**src/rtl/core/arn_pkg.sv**
```systemverilog
// Shared types and constants of the auto-range axis normalizer.
// No dependencies; used by arn_track and the top level.
`timescale 1ns / 1ps

package arn_pkg;

    localparam int AXES = 3;

    typedef logic [1:0] t_axis;

    localparam t_axis AXIS_FIRST = 2'd0;
    localparam t_axis AXIS_LAST  = 2'd2;

    typedef enum logic [2:0] {
        ST_IDLE,
        ST_TRACK,
        ST_SPAN,
        ST_DIV,
        ST_DONE
    } t_seq_state;

    typedef struct packed {
        logic  upd;
        logic  wr;
        t_axis axis;
    } t_trk_ctl;

endpackage

```
**src/rtl/core/arn_div.sv**
```systemverilog
// Shared restoring divider: one quotient bit per cycle, DUTY_BITS+1 steps.
// Numerator must not exceed denominator. Depends on nothing.
`timescale 1ns / 1ps

module arn_div #(
    parameter int SAMPLE_BITS = 16,
    parameter int DUTY_BITS   = 12
) (
    input  logic                 i_clk,
    input  logic                 i_rst_n,
    input  logic                 i_start,
    input  logic [SAMPLE_BITS:0] i_num,
    input  logic [SAMPLE_BITS:0] i_den,
    output logic                 o_done,
    output logic [DUTY_BITS:0]   o_quot
);

    localparam int CntBits = $clog2(DUTY_BITS + 1);
    localparam logic [CntBits-1:0] CntLast = CntBits'(DUTY_BITS);

    logic                   r_busy;
    logic                   r_done;
    logic                   r_first;
    logic [CntBits-1:0]     r_cnt;
    logic [SAMPLE_BITS:0]   r_rem;
    logic [SAMPLE_BITS:0]   r_den;
    logic [DUTY_BITS:0]     r_quot;

    logic [SAMPLE_BITS+1:0] w_trial;
    logic [SAMPLE_BITS+1:0] w_diff;
    logic                   w_ge;
    logic [SAMPLE_BITS:0]   n_rem;

    // first step compares the unshifted numerator (quotient MSB)
    always_comb begin
        w_trial = r_first ? {1'b0, r_rem} : {r_rem, 1'b0};
        w_diff  = w_trial - {1'b0, r_den};
        w_ge    = (w_trial >= {1'b0, r_den});
        n_rem   = w_ge ? w_diff[SAMPLE_BITS:0] : w_trial[SAMPLE_BITS:0];
    end

    always_ff @(posedge i_clk) begin
        if (!i_rst_n) begin
            r_busy <= 1'b0;
            r_done <= 1'b0;
            r_cnt  <= '0;
        end else begin
            r_done <= 1'b0;
            if (i_start) begin
                r_busy <= 1'b1;
                r_cnt  <= '0;
            end else if (r_busy) begin
                r_cnt <= r_cnt + 1'b1;
                if (r_cnt == CntLast) begin
                    r_busy <= 1'b0;
                    r_done <= 1'b1;
                end
            end
        end
    end

    always_ff @(posedge i_clk) begin
        if (i_start) begin
            r_rem   <= i_num;
            r_den   <= i_den;
            r_first <= 1'b1;
            r_quot  <= '0;
        end else if (r_busy) begin
            r_rem   <= n_rem;
            r_first <= 1'b0;
            r_quot  <= {r_quot[DUTY_BITS-1:0], w_ge};
        end
    end

    assign o_done = r_done;
    assign o_quot = r_quot;

endmodule

```
**src/rtl/core/arn_track.sv**
```systemverilog
// Per-axis range tracker: lowest/highest seen and held duty, three axes.
// Gives span and offset of the selected axis. Uses arn_pkg.
`timescale 1ns / 1ps

module arn_track #(
    parameter int SAMPLE_BITS = 16,
    parameter int DUTY_BITS   = 12
) (
    input  logic                                      i_clk,
    input  logic                                      i_rst_n,
    input  arn_pkg::t_trk_ctl                         i_ctl,
    input  logic signed [SAMPLE_BITS-1:0]             i_sample,
    input  logic [DUTY_BITS:0]                        i_duty,
    output logic [SAMPLE_BITS:0]                      o_span,
    output logic [SAMPLE_BITS:0]                      o_off,
    output logic                                      o_nonempty,
    output logic [arn_pkg::AXES-1:0][DUTY_BITS:0]     o_held
);

    localparam logic signed [SAMPLE_BITS-1:0] SmpMax = {1'b0, {(SAMPLE_BITS-1){1'b1}}};
    localparam logic signed [SAMPLE_BITS-1:0] SmpMin = {1'b1, {(SAMPLE_BITS-1){1'b0}}};

    logic signed [SAMPLE_BITS-1:0] r_lo [arn_pkg::AXES];
    logic signed [SAMPLE_BITS-1:0] r_hi [arn_pkg::AXES];
    logic [DUTY_BITS:0]            r_held [arn_pkg::AXES];

    logic signed [SAMPLE_BITS-1:0] w_lo;
    logic signed [SAMPLE_BITS-1:0] w_hi;
    logic signed [SAMPLE_BITS:0]   w_span;
    logic signed [SAMPLE_BITS:0]   w_off;

    always_comb begin
        w_lo       = r_lo[i_ctl.axis];
        w_hi       = r_hi[i_ctl.axis];
        w_span     = {w_hi[SAMPLE_BITS-1], w_hi} - {w_lo[SAMPLE_BITS-1], w_lo};
        w_off      = {i_sample[SAMPLE_BITS-1], i_sample} - {w_lo[SAMPLE_BITS-1], w_lo};
        o_nonempty = !w_span[SAMPLE_BITS] && (|w_span);
        o_span     = w_span;
        o_off      = w_off;
    end

    always_ff @(posedge i_clk) begin
        if (!i_rst_n) begin
            for (int a = 0; a < arn_pkg::AXES; a++) begin
                r_lo[a]   <= SmpMax;
                r_hi[a]   <= SmpMin;
                r_held[a] <= '0;
            end
        end else begin
            if (i_ctl.upd) begin
                if (i_sample < w_lo) begin
                    r_lo[i_ctl.axis] <= i_sample;
                end
                if (i_sample > w_hi) begin
                    r_hi[i_ctl.axis] <= i_sample;
                end
            end
            if (i_ctl.wr) begin
                r_held[i_ctl.axis] <= i_duty;
            end
        end
    end

    always_comb begin
        for (int a = 0; a < arn_pkg::AXES; a++) begin
            o_held[a] = r_held[a];
        end
    end

endmodule

```
**src/rtl/core/auto_range_axis_normalizer_top.sv**
```systemverilog
// Top level of the auto-range axis normalizer: sequencer, sample and result
// registers. Uses arn_pkg, arn_track, arn_div.
//
//  channel | signals                  | payload
//  --------+--------------------------+--------------------------------------
//  in      | i_valid / o_ready        | i_accel_x, i_accel_y, i_accel_z
//  out     | o_valid / i_ready        | o_duty_x/y/z, o_updated_x/y/z
//
// Per axis: range update (ST_TRACK), span check (ST_SPAN), then the shared
// divider (ST_DIV) when the range is not empty. No new input beat is taken
// until all three axes are through and the result is loaded (ST_DONE).
// o_ready is high only in idle; a held output beat stalls the sequencer at
// its last step. Synchronous active-low reset, no clearing pass.
`timescale 1ns / 1ps

module auto_range_axis_normalizer_top #(
    parameter int SAMPLE_BITS = 16,
    parameter int DUTY_BITS   = 12
) (
    input  logic                          i_clk,
    input  logic                          i_rst_n,
    input  logic                          i_valid,
    output logic                          o_ready,
    input  logic signed [SAMPLE_BITS-1:0] i_accel_x,
    input  logic signed [SAMPLE_BITS-1:0] i_accel_y,
    input  logic signed [SAMPLE_BITS-1:0] i_accel_z,
    output logic                          o_valid,
    input  logic                          i_ready,
    output logic [DUTY_BITS:0]            o_duty_x,
    output logic [DUTY_BITS:0]            o_duty_y,
    output logic [DUTY_BITS:0]            o_duty_z,
    output logic                          o_updated_x,
    output logic                          o_updated_y,
    output logic                          o_updated_z
);

    arn_pkg::t_seq_state r_state;
    arn_pkg::t_seq_state n_state;
    arn_pkg::t_axis      r_axis;

    logic signed [SAMPLE_BITS-1:0] r_smp [arn_pkg::AXES];
    logic [arn_pkg::AXES-1:0]      r_upd;
    logic                          r_out_valid;
    logic [DUTY_BITS:0]            r_out_duty [arn_pkg::AXES];
    logic [arn_pkg::AXES-1:0]      r_out_upd;

    arn_pkg::t_trk_ctl                        w_ctl;
    logic [SAMPLE_BITS:0]                     w_span;
    logic [SAMPLE_BITS:0]                     w_off;
    logic                                     w_nonempty;
    logic [arn_pkg::AXES-1:0][DUTY_BITS:0]    w_held;
    logic                                     w_div_start;
    logic                                     w_div_done;
    logic [DUTY_BITS:0]                       w_quot;
    logic                                     w_accept;
    logic                                     w_out_load;
    logic                                     w_last;

    assign w_accept = i_valid && o_ready;
    assign w_last   = (r_axis == arn_pkg::AXIS_LAST);

    always_comb begin
        n_state = r_state;
        unique case (r_state)
            arn_pkg::ST_IDLE: begin
                if (i_valid) begin
                    n_state = arn_pkg::ST_TRACK;
                end
            end
            arn_pkg::ST_TRACK: begin
                n_state = arn_pkg::ST_SPAN;
            end
            arn_pkg::ST_SPAN: begin
                if (w_nonempty) begin
                    n_state = arn_pkg::ST_DIV;
                end else if (w_last) begin
                    n_state = arn_pkg::ST_DONE;
                end else begin
                    n_state = arn_pkg::ST_TRACK;
                end
            end
            arn_pkg::ST_DIV: begin
                if (w_div_done) begin
                    n_state = w_last ? arn_pkg::ST_DONE : arn_pkg::ST_TRACK;
                end
            end
            arn_pkg::ST_DONE: begin
                if (!r_out_valid || i_ready) begin
                    n_state = arn_pkg::ST_IDLE;
                end
            end
            default: begin
                n_state = arn_pkg::ST_IDLE;
            end
        endcase
    end

    always_comb begin
        o_ready     = 1'b0;
        w_ctl.upd   = 1'b0;
        w_ctl.wr    = 1'b0;
        w_ctl.axis  = r_axis;
        w_div_start = 1'b0;
        w_out_load  = 1'b0;
        unique case (r_state)
            arn_pkg::ST_IDLE:  o_ready     = 1'b1;
            arn_pkg::ST_TRACK: w_ctl.upd   = 1'b1;
            arn_pkg::ST_SPAN:  w_div_start = w_nonempty;
            arn_pkg::ST_DIV:   w_ctl.wr    = w_div_done;
            arn_pkg::ST_DONE:  w_out_load  = !r_out_valid || i_ready;
            default: ;
        endcase
    end

    always_ff @(posedge i_clk) begin
        if (!i_rst_n) begin
            r_state     <= arn_pkg::ST_IDLE;
            r_axis      <= arn_pkg::AXIS_FIRST;
            r_upd       <= '0;
            r_out_valid <= 1'b0;
        end else begin
            r_state <= n_state;
            if (w_accept) begin
                r_axis <= arn_pkg::AXIS_FIRST;
            end else if (n_state == arn_pkg::ST_TRACK && r_state != arn_pkg::ST_TRACK) begin
                r_axis <= r_axis + 2'd1;
            end
            if (r_state == arn_pkg::ST_SPAN) begin
                r_upd[r_axis] <= w_nonempty;
            end
            if (w_out_load) begin
                r_out_valid <= 1'b1;
            end else if (i_ready) begin
                r_out_valid <= 1'b0;
            end
        end
    end

    always_ff @(posedge i_clk) begin
        if (w_accept) begin
            r_smp[0] <= i_accel_x;
            r_smp[1] <= i_accel_y;
            r_smp[2] <= i_accel_z;
        end
        if (w_out_load) begin
            for (int a = 0; a < arn_pkg::AXES; a++) begin
                r_out_duty[a] <= w_held[a];
            end
            r_out_upd <= r_upd;
        end
    end

    arn_track #(
        .SAMPLE_BITS(SAMPLE_BITS),
        .DUTY_BITS  (DUTY_BITS)
    ) u_track (
        .i_clk      (i_clk),
        .i_rst_n    (i_rst_n),
        .i_ctl      (w_ctl),
        .i_sample   (r_smp[r_axis]),
        .i_duty     (w_quot),
        .o_span     (w_span),
        .o_off      (w_off),
        .o_nonempty (w_nonempty),
        .o_held     (w_held)
    );

    arn_div #(
        .SAMPLE_BITS(SAMPLE_BITS),
        .DUTY_BITS  (DUTY_BITS)
    ) u_div (
        .i_clk   (i_clk),
        .i_rst_n (i_rst_n),
        .i_start (w_div_start),
        .i_num   (w_off),
        .i_den   (w_span),
        .o_done  (w_div_done),
        .o_quot  (w_quot)
    );

    assign o_valid     = r_out_valid;
    assign o_duty_x    = r_out_duty[0];
    assign o_duty_y    = r_out_duty[1];
    assign o_duty_z    = r_out_duty[2];
    assign o_updated_x = r_out_upd[0];
    assign o_updated_y = r_out_upd[1];
    assign o_updated_z = r_out_upd[2];

endmodule

```
**config.mk**
```make
export PLATFORM = sky130hd
export DESIGN_NAME = auto_range_axis_normalizer_top
export DESIGN_NICKNAME = d
export VERILOG_FILES = /design/src/rtl/core/arn_pkg.sv /design/src/rtl/core/arn_div.sv /design/src/rtl/core/arn_track.sv /design/src/rtl/core/auto_range_axis_normalizer_top.sv
export SDC_FILE = /design/constraint.sdc
export NUM_CORES = 1
export LEC_CHECK = 0
export CAP_MARGIN = 20
export CORE_AREA = 8 8 259 261
export DETAILED_ROUTE_END_ITERATION = 16
export DIE_AREA = 0 0 267 269
export DONT_BUFFER_PORTS = 1
export SYNTH_ARGS = -nofsm -noshare
export SYNTH_HDL_FRONTEND = slang
export SYNTH_SLANG_ARGS = --single-unit
export TNS_END_PERCENT = 30
```
**constraint.sdc**
```tcl
create_clock -name i_clk -period 11.66 [get_ports i_clk]
set_input_delay 1.749 -clock i_clk [delete_from_list [all_inputs] [get_ports i_clk]]
set_output_delay 1.749 -clock i_clk [all_outputs]
set_load 0.005 [all_outputs]
```
==> metrics.md, run 1 <==
| Metric | Value |
|---|---|
| Worst Tran Pin Value | 1001 ps |
| Synth Area in Compound Gates | under 10% |
| First-pass GRT wire length | around 56000 microns |
| DRC | 0 |
| Worst-path clk slew | approximately 60 ps |
| Pre-CTS WS | 6136 ps |
| Leak | roughly 6.4 nW |
| DR pass1 iterations | 4 |
| GRT Util Overall | 9.802% |
| Post-DP HPWL | approximately 26000 microns |
| PwrDens | 186.3 nW/um^2 |
| Area share of fa/ha/maj cells after synthesis | 6.110% |
| Max frequency | 182.0 MHz |
| TNS Setup | 0 ps |
| PnR Total Power | 3.299 mW |
| Clock sink count | approximately 320 |
| IO Count | 96 |
| Inst Count DP | 2020 |
| Root buffer cell | clkbuf_16 |
| Most used DFF post-synth | edfxtp_1 |
| Largest net degree at the start of global routing | 65 |
| Seq/Total Area, Yosys | approximately three fifths |
| Die width | 267 microns |
| Clock Tree Buf Depth | 3 |
| Layout cell share with drive strength beyond 1 | a little under an eighth |
| Post-synthesis simple-gate area fraction | about 11% |
| Crit. End Element | flop |
| Worst-Skew Late Latency | 540 ps |
| Port Buf Inserts | 0 |
| Setup violators final | 0 |
| ANT nets after route | 0 |
| Worst endpoint data arrival time | slightly below 6000 ps |
| CP startpoint kind | flop |
| Most frequent cells after synthesis | 291 x edfxtp_1, 109 x nor2_1, 96 x nand2_1, 90 x inv_1, 71 x ha_1 |
| Routability cong. | between 0.8 and 0.9 |
| Post-Synth XOR/XNOR Area | under 10% |
| Area contributors post-synth | edfxtp_1 56%, ha_1 5.7%, mux4_2 4.6% |
| Utilization of the core after routing | about 28% |
| Cell Area, Synth | 15520 sq um |
| Max cap viols | 0 |
| Hold Violations, Final | 0 |
| Worst reg-to-reg setup slack | 6170 ps |
| Clock Skew | approximately 22 ps |
| Max Fanout on Critical Path | 48 |
| Max VDD drop | ~0.14 mV |
| Inserted Clock Buffers | 36 |
| Final cell count without fillers | about 2100 |
| RSZ-0062 raised after global routing | false |
| Most common cell in the netlist | edfxtp_1 |
| Die Y | 269 microns |
| Initial Util | between 20% and 30% |
| Post-CTS setup buffers | 0 |
| YS warnings | 0 |
| Async SR Flop Fraction | 0% |
| Hold buffer count at cts | 0 |
| Via-per-instance ratio | roughly 4.5 |
| EDFF count, synth | 291 |
| Syn Nets | ~1300 |
| Synth area leader | edfxtp_1 |
| Initial antenna violation count | 0 |
| Core Box Area | ~63000 sq um |
| Max_slew headroom | between 30% and 40% |
| Slew Viols, Final | 0 |
| Slowest cell on the critical path | dfxtp_4 |
| Vias in the first global route | 9575 |
| Combinational family with the most area after synthesis | simple AND/OR/NAND/NOR gates |
| Setup CP Type | flop to flop |
| GRT overflow | 0 |
| Slowest stage delay, CP | between 900 and 1000 ps |
| Syn avg cell area | approximately 13 sq um |
| Status | completed |
| Final net count | about 1300 |
| Row Count | 92 |
| Crit-path cells | mux4_2 -> ha_1 -> fa_1 -> nand2b_1 -> a21oi_1 -> o221a_2 -> or2_1 -> a311o_1 -> a2111oi_4 -> a31oi_2 -> nand2_4 -> inv_4 -> mux2_4 |
| Post-layout worst setup margin | approximately 6200 ps |
| Cell variety after synth | 70 |
| Worst hold path depth | 0 |
| Synth top area share | ~56% |
| Final period util | roughly 47% |
| H-tree depth | 2 |
| Resize count post-CTS | 0 |
| Multiplexer share of the synthesized area | just under 10% |
| R2R cell count | 13 |
| Min-Delay Path Class | flop to flop |
| Required @ worst endpoint | around 12000 ps |
| CTS tree | yes |
| Post-route minimum period | approximately 5500 ps |
| Area grow syn2layout | 14.11% |
| N_diodes | 0 |
| Die area | 71820 sq um |
| Routed wire per std cell | ~17 microns |
| Starting DRT DRC Count | 664 |
| Final wirelength | between 30000 and 40000 microns |
| Synthesized flop and latch total | ~320 |
| Synth Instances | about 1200 |
| Overall via count from detail_route | roughly 9300 |
-- kinds of logic after synthesis --
group,count (synthesis)
fa+ha+maj,74
simple gates,362
mux,108
compound gates,173
xor+xnor,31
buf+inv,139
flops,322
-- critical path: cells and delay by family, from the launching register on --
family                   cells  cell delay (ps)
AO/OA/AOI/OAI                5             1510
multiplexers                 2              980
flip-flops                   1              950
AND/OR/NAND/NOR              3              660
adder cells (fa/ha/maj)      2              640
buffers and inverters        1              450
-- where the power goes --
group          leakage (nW)  switching [mW]  internal [mW]
registers              2.89          0.0562           1.36
logic                  2.96           0.456          0.323
clock network         0.563           0.455          0.649
total                  6.41           0.967           2.33
-- path summary, 6_finish.rpt --
path,start,to
setup / recovery,flop,u_div.r_rem[16]
hold reg to reg,u_track.r_held[1][8],r_out_duty[0][21]
setup reg to reg,flop,u_div.r_rem[16]
hold / removal,u_track.r_held[1][8],r_out_duty[0][21]
-- layout make-up --
cell class / count / area, sq um
clock buffers: 43 / 937.1
clock inverters: 22 / 222.7
fillers: 6397 / 45020
inverters: 91 / 344.1
multi-input cells: 748 / 5640
flip-flops and latches: 322 / 9364
well taps: 846 / 1059
repair buffers: 15 / 145.1
-- per-stage QoR --
step	hold WS (ps)	area [sq um]
3_5_place_dp	404.5	16510
4_1_cts	416.5	17670
2_1_floorplan	400.3	15520
5_1_grt	422.0	17710
6_report	417.2	17710
3_3_place_gp	405.2	16500
-- registers in the layout, indices dropped and copies added, names as in the netlist, named ones only --
name / count
u_div.o_quot: 13
r_out_upd: 3
r_axis: 2
u_div.r_busy: 1
u_track.r_held: 39
u_track.r_hi: 64
o_valid: 1
r_smp: 48
r_state: 3
u_div.o_done: 1
r_out_duty: 39
r_upd: 3
u_div.r_den: 17
u_div.r_first: 1
u_div.r_cnt: 4
u_div.r_rem: 17
u_track.r_lo: 64
-- placed cells by master (no fill, tap or decap), types with 7 or more instances in the layout --
cell type	instances
mux2i_1	59
o21a_1	14
and3_1	48
mux4_2	32
edfxtp_1	291
nor2b_1	15
mux2_2	16
clkbuf_16	36
o211ai_1	8
a21o_1	7
xnor2_1	22
nor3_1	15
nand4_1	9
nand2b_1	16
nand3_1	18
nand2_1	96
o21ai_0	23
inv_1	90
dfxtp_1	29
nor2_1	107
o21ai_1	9
clkinv_1	7
xor2_1	9
a21oi_1	58
o31ai_1	7
ha_1	71
buf_4	12
-- per-layer routing --
metal	part of all wire (%)	global-route usage, %	wire length [microns]
met1	44	12.53	15760
met2	50	17.10	17710
met3	3.7	1.413	1310
met4	2.0	2.911	718
met5	0	0	0
No activity file was read; power rests on OpenSTA's default activity.
==> inputs of run 2 (changes only) <==
--- a/config.mk
+++ b/config.mk
@@ -5,10 +5,11 @@
 export SDC_FILE = /design/constraint.sdc
 export NUM_CORES = 1
 export LEC_CHECK = 0
+export ABC_AREA = 1
 export CAP_MARGIN = 20
-export CORE_AREA = 8 8 259 261
+export CORE_AREA = 8 8 261 263
 export DETAILED_ROUTE_END_ITERATION = 16
-export DIE_AREA = 0 0 267 269
+export DIE_AREA = 0 0 269 271
 export DONT_BUFFER_PORTS = 1
 export SYNTH_ARGS = -nofsm -noshare
 export SYNTH_HDL_FRONTEND = slang
==> constraint.sdc (replaced) <==
create_clock -name i_clk -period 4.6 [get_ports i_clk]
set_input_delay 0.69 -clock i_clk [delete_from_list [all_inputs] [get_ports i_clk]]
set_output_delay 0.69 -clock i_clk [all_outputs]
set_load 0.005 [all_outputs]
==> metrics.md, run 2 <==
| Metric | Value |
|---|---|
| Commonest cells after routing, fill and taps aside | 415 x nand2_1, 291 x edfxtp_1, 209 x inv_1 |
| Critical path buffers and inverters | 3 (+2) |
| Core Box Area | 63880 sq um (+1.8%) |
| YS warnings | 0 (unchanged) |
| Port Buf Inserts | 0 (unchanged) |
| Seq. cell area | 9360 sq um (about the same) |
| EDFF count, synth | 291 (unchanged) |
| Synth top area share | 55.29% (-1.0 points) |
| GRT overflow | 0 (unchanged) |
| ANT nets after route | 0 (unchanged) |
| Synth area leader | edfxtp_1 |
| Clock Tree Buf Depth | 3 (unchanged) |
| Synth Area in Compound Gates | 9.500% (+2.0 points) |
| Via-per-instance ratio | 4.514 (+1.1%) |
| Initial antenna violation count | 2 (+2) |
| CP startpoint kind | flop |
| Syn avg cell area | 9.921 sq um (-23%) |
| Post-route minimum period | 4163 ps (-1330 ps) |
| Post-DP HPWL | 31370 microns (+23%) |
| Seq/Total Area, Yosys | 59.22% (-1.1 points) |
| Worst endpoint data arrival time | 4310 ps (-1470 ps) |
| Setup CP Type | flop to flop |
| Slew Viols, Final | 0 (unchanged) |
| Inserted Clock Buffers | 35 (-2.8%) |
| CTS tree | yes |
| Layout cell share with drive strength beyond 1 | 7.968% (-3.4 points) |
| Post-Synth XOR/XNOR Area | 1.718% (-0.031 points) |
| Final period util | 90.51% (+43 points) |
| Area contributors post-synth | edfxtp_1 55%, nand2_1 9.9%, ha_1 5.6% |
| Most common cell in the netlist | nand2_1 |
| Biggest regs | u_track.r_hi x64, u_track.r_lo x64, r_smp x48 |
| Fill count | 6600 (+3.2%) |
| Worst-Skew Late Latency | 540 ps (about the same) |
| Crit. End Element | flop |
| TNS Setup | 0 ps (unchanged) |
| Post-synthesis simple-gate area fraction | 16.94% (+5.7 points) |
| Routed wire per std cell | 17.03 microns (+0.13%) |
| Final net count | 1744 (+30%) |
| DR pass1 iterations | 7 (+3) |
| Initial Util | 24.74% (about the same) |
| Syn Nets | 1719 (+29%) |
| Root buffer cell | clkbuf_16 |
| Required @ worst endpoint | 4750 ps (-7200 ps) |
| Largest net degree at the start of global routing | 49 (-25%) |
| Die Y | 271 microns (+0.74%) |
| Routability cong. | 0.9170 (+11%) |
| GRT Util Overall | 11.34% (+1.5 points) |
| Post-CTS setup buffers | 0 (unchanged) |
| Top sig layer | met5 |
| Top delay family on crit path | compound AO/OA/AOI/OAI gates |
| DRC | 0 (unchanged) |
| Hold buffer count at cts | 0 (unchanged) |
| Most used DFF post-synth | edfxtp_1 |
| Slowest stage delay, CP | 660 ps (-290 ps) |
| Resize count post-CTS | 0 (unchanged) |
| Most frequent cells after synthesis | 415 x nand2_1, 291 x edfxtp_1, 211 x inv_1, 141 x nor2_1, 82 x a21oi_1 |
| Clock Skew | 23.85 ps (+1.507 ps) |
| Starting DRT DRC Count | 908 (+37%) |
| Met1 wire length | 19100 microns (+21%) |
| Cell Area, Synth | 15800 sq um (+1.8%) |
| First-pass GRT wire length | 64400 microns (+16%) |
| Overall via count from detail_route | 11290 (+21%) |
| Worst-path clk slew | 60 ps (about the same) |
| Clock sink count | 322 (unchanged) |
| Met2 routed WL | 19140 microns (+8.1%) |
| Setup violators final | 0 (unchanged) |
| Vias in the first global route | 10940 (+14%) |
| Area share of fa/ha/maj cells after synthesis | 6.001% (-0.11 points) |
| Worst Tran Pin Value | 995.2 ps (-5.320 ps) |
| CP dominant cell by count | nand2_1 |
| Min-Delay Path Class | input port to flop |
| Combinational family with the most area after synthesis | simple AND/OR/NAND/NOR gates |
| IO Count | 96 (unchanged) |
| Die width | 269 microns (+0.75%) |
| Cell variety after synth | 49 (-30%) |
| H-tree depth | 2 (unchanged) |
| Slowest cell on the critical path | o21ai_0 |
| Die area | 72900 sq um (+1.5%) |
| Max frequency | 240.2 MHz (+32%) |
| Status | completed |
| RSZ-0062 raised after global routing | false |
| Final wirelength | 42570 microns (+20%) |
| Synthesized flop and latch total | 322 (unchanged) |
| Max cap viols | 0 (unchanged) |
| Row Count | 93 (+1.1%) |
| Multi-input logic area | 5406 sq um (-4.1%) |
| Most common cell after layout, fill and taps aside | nand2_1 |
| Hold Violations, Final | 0 (unchanged) |
| Synth Instances | 1593 (+32%) |
| WL met3 | 3010 microns (+130%) |
| Multiplexer share of the synthesized area | 0% (-9.7 points) |
| Max Fanout on Critical Path | 32 (-33%) |
| Area grow syn2layout | 14.77% |
| Max_slew headroom | 33.65% (+0.45 points) |
| Async SR Flop Fraction | 0% (unchanged) |
| Crit-path cells | inv_2 -> buf_4 -> o21ai_0 -> ha_1 -> a21oi_1 -> o21ai_0 -> a21oi_1 -> o21ai_0 -> nand3_1 -> nand2_1 -> nand2_1 -> nand2_1 -> nor2_4 -> inv_1 -> nand2_1 |
-- run 2: cell count changes after synthesis, sizes merged, moves of 35 or more --
cell	previous run	this run
nand2	97	418
inv	91	215
mux2i	59	0
and3	48	0
o21ai	33	79
nor2	110	145
-- run 2: cell families (layout without fill, tap and decap cells) --
family,count (synthesis),after routing
and+or+nand+nor,652,652
DFF,322,322
buffers and inverters,269,320
AOI/OAI and AO/OA,245,245
adders and majority gates,74,74
xor gates and xnor gates,31,31
other,0,1
-- run 2: path summary, 6_finish.rpt --
path         slack (ps)  cells after the start                  from                  to
max                 440                     15                  flop  u_track.r_lo[0][5]
min                 250                      0          i_accel_z[8]         r_smp[2][8]
max reg2reg         440                     15                  flop  u_track.r_lo[0][5]
min reg2reg         420                      0  u_track.r_held[1][1]   r_out_duty[0][14]
-- run 2: cell type report --
cell class,instances,share of cell area [%]
Antenna cell,1,0.01380
Clock buffer,47,5.305
Clock inverter,16,1.090
Inverter,217,4.491
Multi-Input combinational cell,1002,29.81
Sequential cell,322,51.60
Tap cell,855,5.898
Timing Repair Buffer,40,1.793
-- run 2: routing by layer --
metal	track usage, %	up-vias
met5	0	-
met4	3.371	2
met3	2.595	89
met2	18.05	436
met1	15.18	5337
li1	-	5421
-- run 2: through the flow --
stage	worst slack (ps)	cells	hold WS, ps	instance area [sq um]	utilization, %
6_report	436.7	2500	249.6	18140	28.39
3_5_place_dp	548.0	2435	404.5	16960	26.54
3_3_place_gp	621.5	2435	405.3	16960	26.54
2_1_floorplan	674.1	1593	400.3	15800	-
4_1_cts	497.8	2498	228.1	18120	28.36
5_1_grt	160.3	2500	224.6	18140	28.39
Power of run 2 is not shown: default switching activity piles up to over one toggle a cycle in this logic, so the estimate is an artifact.
==> inputs of run 3 (changes only) <==
==> constraint.sdc (replaced) <==
create_clock -name i_clk -period 4.9 [get_ports i_clk]
set_input_delay 1.47 -clock i_clk [delete_from_list [all_inputs] [get_ports i_clk]]
set_output_delay 1.47 -clock i_clk [all_outputs]
set_load 0.005 [all_outputs]
==> metrics.md, run 3 (synthesized netlist as in run 2, its figures left out) <==
| Metric | Value |
|---|---|
| N_diodes | 0 (-1) |
| ANT nets after route | 0 (unchanged) |
| R2R cell count | 17 (+2) |
| Routed wire per std cell | 16.05 microns (-5.8%) |
| Clock sink count | 322 (unchanged) |
| TNS Setup | 0 ps (unchanged) |
| Required @ worst endpoint | 5040 ps (+290 ps) |
| Most common cell after layout, fill and taps aside | nand2_1 |
| Min-Delay Path Class | flop to flop |
| Crit. End Element | flop |
| Post-route minimum period | 4426 ps (+263.2 ps) |
| Via-per-instance ratio | 4.464 (-1.1%) |
| Overall via count from detail_route | 11180 (-0.96%) |
| Die area | 72900 sq um (unchanged) |
| Hold buffer count at cts | 0 (unchanged) |
| Max cap viols | 0 (unchanged) |
| H-tree depth | 2 (unchanged) |
| Critical path buffers and inverters | 4 (+1) |
| Inserted Clock Buffers | 36 (+2.9%) |
| Crit path to | u_track.r_lo[1][5] |
| Resize count post-CTS | 0 (unchanged) |
| Setup violators final | 0 (unchanged) |
| CP dominant cell by count | nand2_1 |
| Final period util | 90.34% (-0.17 points) |
| Layout cell share with drive strength beyond 1 | 8.065% (+0.097 points) |
| Largest net degree at the start of global routing | 49 (unchanged) |
| Max_slew headroom | 31.79% (-1.9 points) |
| Status | completed |
| Vias in the first global route | 10970 (+0.27%) |
| DR pass1 iterations | 8 (+1) |
| Initial antenna violation count | 2 (unchanged) |
| Crit-path cells | inv_2 -> buf_4 -> nand2_1 -> a32oi_1 -> inv_1 -> ha_1 -> nand3b_1 -> nand3b_1 -> a21boi_2 -> o21ai_0 -> nand3_1 -> nand2_1 -> nand2_1 -> nand2_1 -> nor2_4 -> inv_1 -> nand2_1 |
| DRC | 0 (unchanged) |
| Area grow syn2layout | 14.75% (about the same) |
| Commonest cells after routing, fill and taps aside | 415 x nand2_1, 291 x edfxtp_1, 209 x inv_1 |
| IO Count | 96 (unchanged) |
| Clock Tree Buf Depth | 3 (unchanged) |
| Max Fanout on Critical Path | 24 (-25%) |
| Fill count | 6650 (+0.76%) |
| Die Y | 271 microns (unchanged) |
| Final instance area | 18130 sq um (about the same) |
| Worst endpoint data arrival time | 4570 ps (+260 ps) |
| CTS tree | yes |
| Slew Viols, Final | 0 (unchanged) |
| Routability cong. | 0.8615 (-6.1%) |
| Worst path depth | 17 (+2) |
| Post-DP HPWL | 30300 microns (-3.4%) |
| Worst reg-to-reg setup slack | 470 ps (+40 ps) |
| RSZ-0062 raised after global routing | false |
| Core Box Area | 63880 sq um (unchanged) |
| First-pass GRT wire length | 62190 microns (-3.4%) |
| Placed cell area | 16980 sq um (+0.12%) |
| Initial Util | 24.74% (unchanged) |
| Clock Skew | 22.64 ps (-1.214 ps) |
| Setup CP Type | flop to flop |
| Biggest regs | u_track.r_hi x64, u_track.r_lo x64, r_smp x48 |
| Worst-path clk slew | 60 ps (about the same) |
| Max frequency | 225.9 MHz (-5.9%) |
| Worst Tran Pin Value | 1023 ps (+27.88 ps) |
| Worst-Skew Late Latency | 530 ps (about the same) |
| Port Buf Inserts | 0 (unchanged) |
| CP startpoint kind | flop |
| Top delay family on crit path | simple AND/OR/NAND/NOR gates |
| R2r endpoint | u_track.r_lo[1][5] |
| Final wirelength | 40180 microns (-5.6%) |
| Slowest stage delay, CP | 610 ps (-50 ps) |
| Die width | 269 microns (unchanged) |
| Final net count | 1747 (+0.17%) |
| Row Count | 93 (unchanged) |
| GRT overflow | 0 (unchanged) |
| GRT Util Overall | 10.75% (-0.59 points) |
| Hold Violations, Final | 0 (unchanged) |
| Slowest cell on the critical path | nand2_1 |
| Multi-input logic area | 5406 sq um (unchanged) |
| Root buffer cell | clkbuf_16 |
| Post-CTS setup buffers | 0 (unchanged) |
| Seq. cell area | 9360 sq um (unchanged) |
| Starting DRT DRC Count | 935 (+3.0%) |
run 3: metrics by stage:
stage	instances	hold WS, ps	setup WS, ps	util [%]
2_1_floorplan	1593	400.3	974.1	-
3_3_place_gp	2436	401.0	503.6	26.57
3_5_place_dp	2436	405.2	479.1	26.57
4_1_cts	2502	399.1	452.3	28.34
5_1_grt	2504	406.0	115.7	28.39
6_report	2504	402.7	473.5	28.39
run 3: worst min-delay path by stage:
stage	startpoint	end	slack, ps	depth (start not counted)
4_1_cts	u_track.r_held[1][0]	r_out_duty[0][13]	400	0
5_1_grt	u_track.r_held[1][0]	r_out_duty[0][13]	410	0
6_report	u_track.r_held[1][0]	r_out_duty[0][13]	400	0
2_1_floorplan	u_track.r_held[0][0]	r_out_duty[0][0]	400	0
3_3_place_gp	u_track.r_held[1][0]	r_out_duty[0][13]	400	0
3_5_place_dp	u_track.r_held[1][0]	r_out_duty[0][13]	410	0
run 3: metal layers:
layer	global-route usage [%]	vias to the layer above	part of all wire (%)
met5	0	-	0.060
met4	1.870	4	1.2
met3	2.313	47	6.5
met2	17.55	345	46
met1	14.64	5339	46
li1	-	5442	-
run 3: worst reg2reg max path: cells and delay by family, from the launching register on:
family / cells / cell delay, ps
buffers and inverters: 4 / 840
AO/OA/AOI/OAI: 3 / 870
flip-flops: 1 / 330
adder cells (fa/ha/maj): 1 / 310
AND/OR/NAND/NOR: 9 / 1670
run 3: final cells by class:
type / count / share of cell area [%]
sequential: 322 / 51.61
clock buffer: 48 / 5.506
timing repair buffer: 42 / 1.946
tap: 855 / 5.899
multi-input combinational: 1002 / 29.81
clock inverter: 18 / 0.7313
inverter: 217 / 4.492
Power of run 3 is left out for the same reason.
